$ cat src/design/afd_pkg.sv
// Shared constants, types and codes for the addressed frame deframer.
`default_nettype none

package afd_pkg;

  // Payload buffer depth in bytes (1 to 64)
  localparam int MAX_PAYLOAD = 32;

  // Buffer index width and length counter width (holds MAX_PAYLOAD itself)
  localparam int IDX_W = (MAX_PAYLOAD > 1) ? $clog2(MAX_PAYLOAD) : 1;
  localparam int LEN_W = $clog2(MAX_PAYLOAD + 1);

  // Fixed field widths
  localparam int BYTE_W    = 8;
  localparam int ADDR_W    = 16;
  localparam int FLEN_W    = 6;
  localparam int LIMIT_W   = 6;
  localparam int REG_IDX_W = 2;

  // Largest legal length as a byte value
  localparam logic [BYTE_W-1:0] MAX_LEN_B = BYTE_W'(MAX_PAYLOAD);

  // Reset values of the configuration registers
  localparam logic [BYTE_W-1:0]  HEAD_RST  = 8'hAA;
  localparam logic [BYTE_W-1:0]  TAIL_RST  = 8'h55;
  localparam logic [LIMIT_W-1:0] LIMIT_RST = LIMIT_W'(32);

  // Configuration register indexes
  typedef enum logic [REG_IDX_W-1:0] {
    REG_HEAD  = 2'd0,
    REG_TAIL  = 2'd1,
    REG_LIMIT = 2'd2
  } afd_reg_t;

  // Parser position within a frame
  typedef enum logic [2:0] {
    PH_HEAD    = 3'd0,
    PH_ADDR_LO = 3'd1,
    PH_ADDR_HI = 3'd2,
    PH_LEN     = 3'd3,
    PH_DATA    = 3'd4,
    PH_TAIL    = 3'd5
  } afd_phase_t;

  // Replay sequencer states
  typedef enum logic [1:0] {
    RP_IDLE = 2'd0,
    RP_READ = 2'd1,
    RP_SHOW = 2'd2
  } afd_replay_t;

  // Parser to buffer: payload write and replay start
  typedef struct packed {
    logic               wr_en;
    logic [IDX_W-1:0]   wr_idx;
    logic [BYTE_W-1:0]  wr_data;
    logic               start;
    logic [ADDR_W-1:0]  addr;
    logic [LEN_W-1:0]   len;
  } afd_cmd_t;

endpackage

`default_nettype wire

$ cat src/design/afd_replay.sv
// Payload buffer memory and the sequencer that replays an accepted frame.
`default_nettype none

module afd_replay (
  input  wire logic                      clk,
  input  wire logic                      rst,
  input  wire afd_pkg::afd_cmd_t         cmd,
  output logic                           busy,
  output logic                           out_valid,
  input  wire logic                      out_stall,
  output logic [afd_pkg::ADDR_W-1:0]     source_address,
  output logic [afd_pkg::FLEN_W-1:0]     frame_length,
  output logic [afd_pkg::BYTE_W-1:0]     payload_byte,
  output logic                           last_byte
);
  import afd_pkg::*;

  // Payload store, one write and one registered read port
  logic [BYTE_W-1:0] mem [MAX_PAYLOAD];
  logic [BYTE_W-1:0] rd_data;

  afd_replay_t       state;
  afd_replay_t       state_next;
  logic [LEN_W-1:0]  idx;
  logic [LEN_W-1:0]  idx_next;
  logic [LEN_W-1:0]  idx_inc;
  logic [LEN_W-1:0]  len;
  logic [ADDR_W-1:0] addr;
  logic              rd_en;
  logic              last;
  logic              taken;

  assign idx_inc = idx + LEN_W'(1);
  assign last    = (idx_inc == len);
  assign taken   = (state == RP_SHOW) && !out_stall;

  // Memory write and read
  always_ff @(posedge clk) begin
    if (cmd.wr_en) begin
      mem[cmd.wr_idx] <= cmd.wr_data;
    end
    if (rd_en) begin
      rd_data <= mem[idx[IDX_W-1:0]];
    end
  end

  // Next state
  always_comb begin
    state_next = state;
    idx_next   = idx;
    unique case (state)
      RP_IDLE: begin
        if (cmd.start) begin
          state_next = RP_READ;
          idx_next   = '0;
        end
      end
      RP_READ: state_next = RP_SHOW;
      RP_SHOW: begin
        if (!out_stall) begin
          if (last) begin
            state_next = RP_IDLE;
          end else begin
            state_next = RP_READ;
            idx_next   = idx_inc;
          end
        end
      end
      default: state_next = RP_IDLE;
    endcase
  end

  // Outputs
  always_comb begin
    rd_en     = 1'b0;
    out_valid = 1'b0;
    busy      = 1'b1;
    unique case (state)
      RP_IDLE: busy      = 1'b0;
      RP_READ: rd_en     = 1'b1;
      RP_SHOW: out_valid = 1'b1;
      default: busy      = 1'b1;
    endcase
  end

  assign source_address = addr;
  assign frame_length   = FLEN_W'(len);
  assign payload_byte   = rd_data;
  assign last_byte      = last;

  // Sequencer registers; frame header latched at start
  always_ff @(posedge clk) begin
    if (rst) begin
      state <= RP_IDLE;
      idx   <= '0;
    end else begin
      state <= state_next;
      idx   <= idx_next;
    end
    if (cmd.start && state == RP_IDLE) begin
      addr <= cmd.addr;
      len  <= cmd.len;
    end
  end

  // A replay only starts from idle
  a_start_idle: assert property (@(posedge clk) disable iff (rst)
    cmd.start |-> state == RP_IDLE)
    else $error("replay started while busy");

  // No payload write lands during a replay
  a_no_write_busy: assert property (@(posedge clk) disable iff (rst)
    cmd.wr_en |-> state == RP_IDLE)
    else $error("payload write during replay");

  // Shown index stays inside the frame
  a_idx_range: assert property (@(posedge clk) disable iff (rst)
    out_valid |-> idx < len)
    else $error("replay index beyond frame length");

  // Last beat taken ends the replay
  a_last_ends: assert property (@(posedge clk) disable iff (rst)
    taken && last |=> state == RP_IDLE)
    else $error("replay did not end after last beat");

  // A beat that is not last leads to the next read
  a_next_read: assert property (@(posedge clk) disable iff (rst)
    taken && !last |=> state == RP_READ && idx == $past(idx_inc))
    else $error("replay skipped a byte");

endmodule

`default_nettype wire

$ cat src/design/addressed_frame_deframer.sv
// Top level: frame parser, configuration registers and payload replay.
`default_nettype none

// Takes one received byte per beat and finds frames of the form head byte,
// 16-bit address (low byte first), length, payload, tail byte. Payload bytes
// go into a MAX_PAYLOAD-byte memory as they arrive. When the tail byte
// matches tail_value the stored payload is replayed, one output beat per
// byte with address, length and a last-byte mark; a mismatch drops the frame.
// After an accepted tail the input is stalled while the replay runs: each
// payload byte is first read from the memory and then shown, and the output
// stall can hold a shown byte. No clearing pass is needed after reset.
// Configuration registers are written through cfg_wr_en/cfg_index/cfg_data;
// the user must write them only while the block is idle, which the block
// itself does not enforce.
module addressed_frame_deframer (
  input  wire logic                        clk,
  input  wire logic                        rst,
  input  wire logic                        cfg_wr_en,
  input  wire logic [afd_pkg::REG_IDX_W-1:0] cfg_index,
  input  wire logic [afd_pkg::BYTE_W-1:0]  cfg_data,
  input  wire logic                        in_valid,
  output logic                             in_stall,
  input  wire logic [afd_pkg::BYTE_W-1:0]  rx_byte,
  output logic                             out_valid,
  input  wire logic                        out_stall,
  output logic [afd_pkg::ADDR_W-1:0]       source_address,
  output logic [afd_pkg::FLEN_W-1:0]       frame_length,
  output logic [afd_pkg::BYTE_W-1:0]       payload_byte,
  output logic                             last_byte
);
  import afd_pkg::*;

  logic [BYTE_W-1:0]  head_value;
  logic [BYTE_W-1:0]  tail_value;
  logic [LIMIT_W-1:0] payload_limit;

  afd_phase_t        phase;
  afd_phase_t        phase_next;
  logic [ADDR_W-1:0] frame_address;
  logic [ADDR_W-1:0] frame_address_next;
  logic [LEN_W-1:0]  expected_length;
  logic [LEN_W-1:0]  expected_length_next;
  logic [LEN_W-1:0]  byte_position;
  logic [LEN_W-1:0]  byte_position_next;
  logic [LEN_W-1:0]  pos_inc;

  logic      accept;
  logic      busy;
  logic      len_bad;
  afd_cmd_t  cmd;

  assign in_stall = busy;
  assign accept   = in_valid && !busy;
  assign pos_inc  = byte_position + LEN_W'(1);
  assign len_bad  = (rx_byte == '0) || (rx_byte > {{(BYTE_W-LIMIT_W){1'b0}}, payload_limit})
                    || (rx_byte > MAX_LEN_B);

  // Configuration registers
  always_ff @(posedge clk) begin
    if (rst) begin
      head_value    <= HEAD_RST;
      tail_value    <= TAIL_RST;
      payload_limit <= LIMIT_RST;
    end else if (cfg_wr_en) begin
      unique case (cfg_index)
        REG_HEAD:  head_value    <= cfg_data;
        REG_TAIL:  tail_value    <= cfg_data;
        REG_LIMIT: payload_limit <= cfg_data[LIMIT_W-1:0];
        default: ;
      endcase
    end
  end

  // Parser next state
  always_comb begin
    phase_next           = phase;
    frame_address_next   = frame_address;
    expected_length_next = expected_length;
    byte_position_next   = byte_position;
    if (accept) begin
      unique case (phase)
        PH_HEAD: begin
          if (rx_byte == head_value) begin
            phase_next           = PH_ADDR_LO;
            frame_address_next   = '0;
            expected_length_next = '0;
            byte_position_next   = '0;
          end
        end
        PH_ADDR_LO: begin
          frame_address_next = {8'h00, rx_byte};
          phase_next         = PH_ADDR_HI;
        end
        PH_ADDR_HI: begin
          frame_address_next = {rx_byte, frame_address[7:0]};
          phase_next         = PH_LEN;
        end
        PH_LEN: begin
          byte_position_next = '0;
          if (len_bad) begin
            phase_next           = PH_HEAD;
            frame_address_next   = '0;
            expected_length_next = '0;
          end else begin
            phase_next           = PH_DATA;
            expected_length_next = rx_byte[LEN_W-1:0];
          end
        end
        PH_DATA: begin
          byte_position_next = pos_inc;
          if (pos_inc >= expected_length) begin
            phase_next = PH_TAIL;
          end
        end
        default: begin
          // tail and unused codes both return to hunting
          phase_next           = PH_HEAD;
          frame_address_next   = '0;
          expected_length_next = '0;
          byte_position_next   = '0;
        end
      endcase
    end
  end

  // Parser outputs to the buffer
  always_comb begin
    cmd         = '0;
    cmd.wr_idx  = byte_position[IDX_W-1:0];
    cmd.wr_data = rx_byte;
    cmd.addr    = frame_address;
    cmd.len     = expected_length;
    unique case (phase)
      PH_DATA: cmd.wr_en = accept;
      PH_TAIL: cmd.start = accept && (rx_byte == tail_value);
      default: ;
    endcase
  end

  // Parser registers
  always_ff @(posedge clk) begin
    if (rst) begin
      phase           <= PH_HEAD;
      frame_address   <= '0;
      expected_length <= '0;
      byte_position   <= '0;
    end else begin
      phase           <= phase_next;
      frame_address   <= frame_address_next;
      expected_length <= expected_length_next;
      byte_position   <= byte_position_next;
    end
  end

  afd_replay u_replay (
    .clk            (clk),
    .rst            (rst),
    .cmd            (cmd),
    .busy           (busy),
    .out_valid      (out_valid),
    .out_stall      (out_stall),
    .source_address (source_address),
    .frame_length   (frame_length),
    .payload_byte   (payload_byte),
    .last_byte      (last_byte)
  );

  // Payload writes stay inside the declared length
  a_pos_range: assert property (@(posedge clk) disable iff (rst)
    phase == PH_DATA |-> byte_position < expected_length)
    else $error("payload position beyond length");

  // Accepted lengths are nonzero and at most MAX_PAYLOAD
  a_len_limit: assert property (@(posedge clk) disable iff (rst)
    phase == PH_DATA |-> expected_length != '0 && expected_length <= LEN_W'(MAX_PAYLOAD))
    else $error("illegal stored length");

  // The tail byte always returns the parser to hunting
  a_tail_done: assert property (@(posedge clk) disable iff (rst)
    accept && phase == PH_TAIL |=> phase == PH_HEAD)
    else $error("parser did not return after tail");

endmodule

`default_nettype wire
$ cat config.mk
export PLATFORM = sky130hd
export DESIGN_NAME = addressed_frame_deframer
export DESIGN_NICKNAME = d
export VERILOG_FILES = /design/src/design/afd_pkg.sv /design/src/design/afd_replay.sv /design/src/design/addressed_frame_deframer.sv
export SDC_FILE = /design/constraint.sdc
export NUM_CORES = 1
export LEC_CHECK = 0
export BUFFER_PORTS_ARGS = -buffer_cell sky130_fd_sc_hd__buf_2
export CORE_UTILIZATION = 42
export DETAILED_ROUTE_END_ITERATION = 10
export HOLD_SLACK_MARGIN = 0.1
export PLACE_DENSITY = 0.63
export SYNTH_ARGS = -nofsm -noshare
export SYNTH_HDL_FRONTEND = slang
export SYNTH_SLANG_ARGS = --single-unit
$ cat constraint.sdc
create_clock -name clk -period 3.9 [get_ports clk]
set_input_delay 0.39 -clock clk [delete_from_list [all_inputs] [get_ports clk]]
set_output_delay 0.39 -clock clk [all_outputs]
set_load 0.005 [all_outputs]
After elaboration in Yosys (flattened, before gate mapping)
Memory sizes are Yosys's and may differ from the RTL's. A register that Yosys moved wholly into a read port is not among the register bits.
Cells that the tools add are included.

word-level totals
  bits in writable memories = 256
  memories kept = 1
  word-level logic and storage cells = 88
  output and inout bits = 33
  register bits after elaboration = 83

cells by class
  add/sub/neg operators = 2
  reduce and logical (&&, ||, !) cells = 22
  bitwise logic cells = 4
  $lt $le $gt $ge = 3
  mux-type cells = 26
  equality and inequality tests = 18

memories
  memory        depth  width  rd ports  clocked after Yosys merged registers in  wr ports  RTL line          source
  u_replay.mem  32     8      1         1                                        1         afd_replay.sv:19  logic [BYTE_W-1:0] mem [MAX_PAYLOAD];

operators with widths
  operator               count
  $pmux W16 S5           1
  $pmux W6 S3            2
  $mux W16               2
  $mux W6                5
  $eq A8 B8 Y1           2
  $pmux W3 S5            1
  $add A6 B1 Y6 const B  2
  $pmux W6 S2            1
  $ne A2 B2 Y1 const B   5
  $mux W3                3
  $reduce_and A3 Y1      3
  $gt A8 B6 Y1           1
  $gt A8 B6 Y1 const B   1
  $logic_not A8 Y1       1
  $mux W1                8
  $reduce_and A2 Y1      4
  $reduce_and A4 Y1      2
  $eq A3 B2 Y1 const B   2
  $eq A3 B3 Y1 const B   2
  $eq A6 B6 Y1           1
  $ge A6 B6 Y1           1
  $pmux W2 S3            1
  $reduce_and A5 Y1      1
  $eq A2 B1 Y1 const B   2
  12 further kinds       21

Logic depth before layout (Yosys ltp)
  depth after elaboration = 6
  mapped depth = 10
  gate-level depth less buffers = 9

Modules after synthesis
Synthesis repeated with hierarchy kept, for this count alone.

second synthesis, totals
  cells, all modules = 811
  area total of the unflattened synthesis = 14046.0 µm²

by module, submodules not included
  module                    times used  cells an instance  area an instance (µm²)
  afd_replay                1           504                11342.1
  addressed_frame_deframer  1           307                2703.8

Least setup slack after synthesis
No wires, ideal clock.

  path type = input to register
  from = in rx_byte[0] in the netlist's numbering
  to = reg u_replay.len[0], in the netlist u_replay.frame_length[0] (enable)
  required time = 3.471 ns
  setup slack = 1.005 ns
  setup time = 0.429 ns
  stages on the path = 4
  arrival = 2.466 ns
  cells stage by stage = clkbuf_1 > xnor2_1 > nand4_1 > nor3_1

between the ends
  word-level cells in the longest chain between the ends = 4

ends and longest elaborated chain
  what                    RTL line                         source
  start: declaration      addressed_frame_deframer.sv:23   input wire logic [afd_pkg::BYTE_W-1:0] rx_byte,
  $eq A8 B8 Y1            addressed_frame_deframer.sv:135  PH_TAIL: cmd.start = accept && (rx_byte == tail_value);
  $logic_and A1 B1 Y1     addressed_frame_deframer.sv:135
  $mux W1                 addressed_frame_deframer.sv:133  unique case (phase)
  $logic_and A1 B1 Y1     afd_replay.sv:100                if (cmd.start && state == RP_IDLE) begin
  end signal: assignment  afd_replay.sv:102                len <= cmd.len;
  end: declaration        afd_replay.sv:27                 logic [LEN_W-1:0] len;

No other way between the ends.
A chain may end at the register's enable or synchronous reset.

Worst setup path after layout
  from = reg u_replay.idx[1]
  to = reg u_replay.idx[3]

between the ends
  word-level cells in the longest chain between the ends = 4
  elaborated cells between the ends (all ways) = 7

ends and longest elaborated chain
  what                                                        RTL line                            source
  start: declaration                                          afd_replay.sv:24                    logic [LEN_W-1:0] idx;
  start signal: assignment                                    afd_replay.sv:98                    idx <= idx_next;
  $add A6 B1 Y6 (*)                                           afd_replay.sv:33                    assign idx_inc = idx + LEN_W'(1);
  $eq A6 B6 Y1 or $mux W6 (tied branches)                     afd_replay.sv:34, afd_replay.sv:61
  $ne A2 B2 Y1 (no line) or $mux W6 (tied branches)           n/a
  $reduce_and A4 Y1 (no line) or $pmux W6 S2 (tied branches)  n/a

Mark *: on every way between the ends. The rest lies on a longest branch, timed or not. The select of a mux whose other input is x is not followed.

==> results_dict.tcl <==
set metrics [dict create \
    rsz0062_at_grt "false" \
    synth_simple_gate_area_share_pct 5.99 \
    switching_share_pct 21.3 \
    cts_buffer_depth 3 \
    setup_viol 0 \
    hpwlAfterDp_um 19600 \
    grt_overflow_total 0 \
    die_y_um 185 \
    synth_cells 813 \
    syn_nets 853 \
    power_density_nw_per_um2 491 \
    synthAdderAreaFrac_pct 1.52 \
    finalHoldViolations 0 \
    synth_top_family_by_area "multiplexers" \
    dr.first_iter.drc_count 511 \
    drt_first_pass_iters 5 \
    cp-start-kind "register" \
    core_region_area_um2 32700 \
    placedCellCount 1286 \
    startpoint "u_replay.idx[1]" \
    antenna_found_initial 1 \
    pwr-share-clk_pct 42.9 \
    die_w_um 185 \
    syn_area_um2 14000 \
    final.setup_skew_ns 0.0365 \
    synth_mux_area_share_pct 16.5 \
    ys.flop_type "edfxtp_1" \
    cts_sinks 347 \
    layout_common_cells "edfxtp_1, mux4_2, nor2_1" \
    min_period_over_period_pct 76.1 \
    drive_gt1_share_pct 24.2 \
    hp-start "cfg_data[4]" \
    cts_tree "built" \
    gp_congestion 0.740 \
    vias 7242 \
    grt_pass1_wl_um 45900 \
    cp-end-kind "register" \
    fin_area_um2 16100 \
    numCtsBuffers 36 \
    final_antenna_net_count 0 \
    status "finished, final reports clean" \
    syn_avg_cell_area_um2 17.3 \
    synth_edf_count 286 \
    relSlewSlack_pct 17.1 \
    routed_wl_um 30200 \
    ys_seq_area_share_pct 69.9 \
    postCtsSetupRepairBufs 0 \
    wire_per_inst_um 22.2 \
    cellInternalPower_mw 6.20 \
    synth_compound_area_share_pct 2.18 \
    final_common_cell "edfxtp_1" \
    htreeDepth 2 \
    syn_to_final_growth_pct 14.4 \
    placed_cell_area_um2 14800 \
    fin_setup_tns_ns 0 \
    worstSetupPathType "register to register" \
    pwr-share-seq_pct 51.7 \
    p_comb_share_pct 5.4 \
    fmaxAchievable_mhz 337 \
    root_buffer "clkbuf_16" \
    diodes 0 \
    finalCriticalPeriod_ns 2.97 \
    post-route-drc-count 0 \
    clk_latency_ns 0.53 \
    cp.arrival_ns 3.41 \
    power_mw 7.88 \
    whs_ns 0.129 \
    tightestPinTransition_ns 1.23 \
    drv_slew 0 \
    cp.required_ns 4.34 \
    hp-class "input pin to register" \
    maxCapViolCount 0 \
    finalNonFillerCells 1357 \
    r2r_start "u_replay.idx[1]" \
    port_buffers 55 \
    synth-seq-cells 347 \
    track_usage_pct 18.4 \
    viasPerCell 5.34 \
    path_clk_slew_ns 0.06 \
    synth-xor-area-share_pct 1.87 \
    synthArstFlopShare_pct 0 \
    vdd_ir_drop_max_uv 291 \
    p_leak_nw 5.23 \
    dieArea_um2 34100 \
    cp_max_fo 21 \
    synth.distinct_cells 49 \
    fin_nets 927 \
    num_rows 66 \
    ys_warn_count 0 \
    grt_max_degree 49 \
    boundaryPins 56 \
    grt_pass1_vias 7350 \
    reg2reg_slack_ns 0.93 \
    initial_utilization_pct 42.9 \
    switchingPower_mw 1.68 \
]
==> worst paths after layout <==
path / endpoint / depth (start not counted)
max: u_replay.idx[3] / 7
min: tail_value[4] / 3
max reg2reg: u_replay.idx[3] / 7
min reg2reg: u_replay.source_address[14] / 0
==> routing by layer <==
layer  vias to the layer above  track usage (%)  share of wire, %
met5                         -                0                 0
met4                         0             4.56               1.8
met3                        41             3.36               5.7
met2                       189             29.3                48
met1                      3711             26.1                45
li1                       3301                -                 -
==> logic make-up (layout without fill, tap and decap cells) <==
kind of cell               Yosys count  count (layout)
AOI/OAI and AO/OA                   46              46
xor gates and xnor gates            30              30
adders and majority gates           17              17
buffers and inverters               63             165
DFF                                347             347
muxes                              130             130
and+or+nand+nor                    180             180
==> power groups by stage <==
| stage | sequential, mW | clock, mW | combinational (mW) |
|---|---|---|---|
| floorplan | 4.13 | 0 | 0.309 |
| global placement | 4.15 | 0 | 0.420 |
| detailed placement | 4.15 | 0 | 0.427 |
| CTS | 4.08 | 3.45 | 0.431 |
| global route | 4.08 | 3.58 | 0.473 |
| finish | 4.08 | 3.38 | 0.425 |
==> worst max-delay path, cell delays in order (launching register included) <==
cell,delay (ns)
dfxtp_2,0.68
ha_1,0.39
xor2_1,0.10
o211ai_1,0.17
mux2i_1,0.13
o31ai_1,1.02
o21ai_0,0.23
a21oi_1,0.16
==> synthesized netlist by cell type, types with 2 or more instances <==
cell,instances,area [um^2]
o21a_1,3,22.5
nand3b_1,3,22.5
inv_1,18,67.6
clkbuf_1,25,93.8
nor2_1,62,233
mux4_2,80,1800
a22o_1,6,52.6
and2_1,3,18.8
buf_2,9,45.0
buf_6,5,56.3
mux2_2,8,90.1
ha_1,17,213
o211ai_1,2,15.0
edfxtp_1,286,8590
nand2b_1,5,31.3
xnor2_1,23,201
nor2b_1,3,18.8
nand3_1,16,80.1
or4_1,5,37.5
o31ai_1,2,15.0
nor3_1,7,35.0
mux2i_1,42,420
dfxtp_1,61,1220
nand4_1,5,31.3
buf_1,5,18.8
and4_1,2,17.5
o21ai_0,7,35.0
xor2_1,7,61.3
a21o_1,2,15.0
a21oi_1,15,75.1
nand2_1,59,221
or3_1,3,18.8
==> layout make-up <==
type	instances	area, um^2
Inverter	19	71.3
Clock inverter	21	189
Sequential cell	347	9810
Multi-Input combinational cell	403	3940
Tap cell	442	553
Timing Repair Buffer	80	500
Clock buffer	45	987
Fill cell	2765	16600
==> metrics by stage <==
stage / utilization [%] / setup WS [ns]
final: 49.1 / 0.933
after detailed placement: 45.3 / 0.983
after CTS: 49.1 / 0.966
after floorplan: - / 1.01
after global placement: 45.3 / 1.06
after global routing: 49.1 / 0.679
==> sequential cells by signal (all words and copies together), names as in the netlist <==
| signal | count |
|---|---|
| u_replay.idx | 6 |
| expected_length | 6 |
| head_value | 8 |
| tail_value | 8 |
| u_replay.source_address | 16 |
| payload_limit | 6 |
| u_replay.payload_byte | 8 |
| u_replay.state | 2 |
| u_replay.mem | 256 |
| phase | 3 |
| byte_position | 6 |
| frame_address | 16 |
| u_replay.frame_length | 6 |
==> what timing repair did <==
item	in CTS	in global routing
hold buffers	5	0
hold endpoints to repair	6	0
resized for setup	0	0
setup endpoints to repair	0	0
Note: power is estimated with default switching activity, not from simulation.
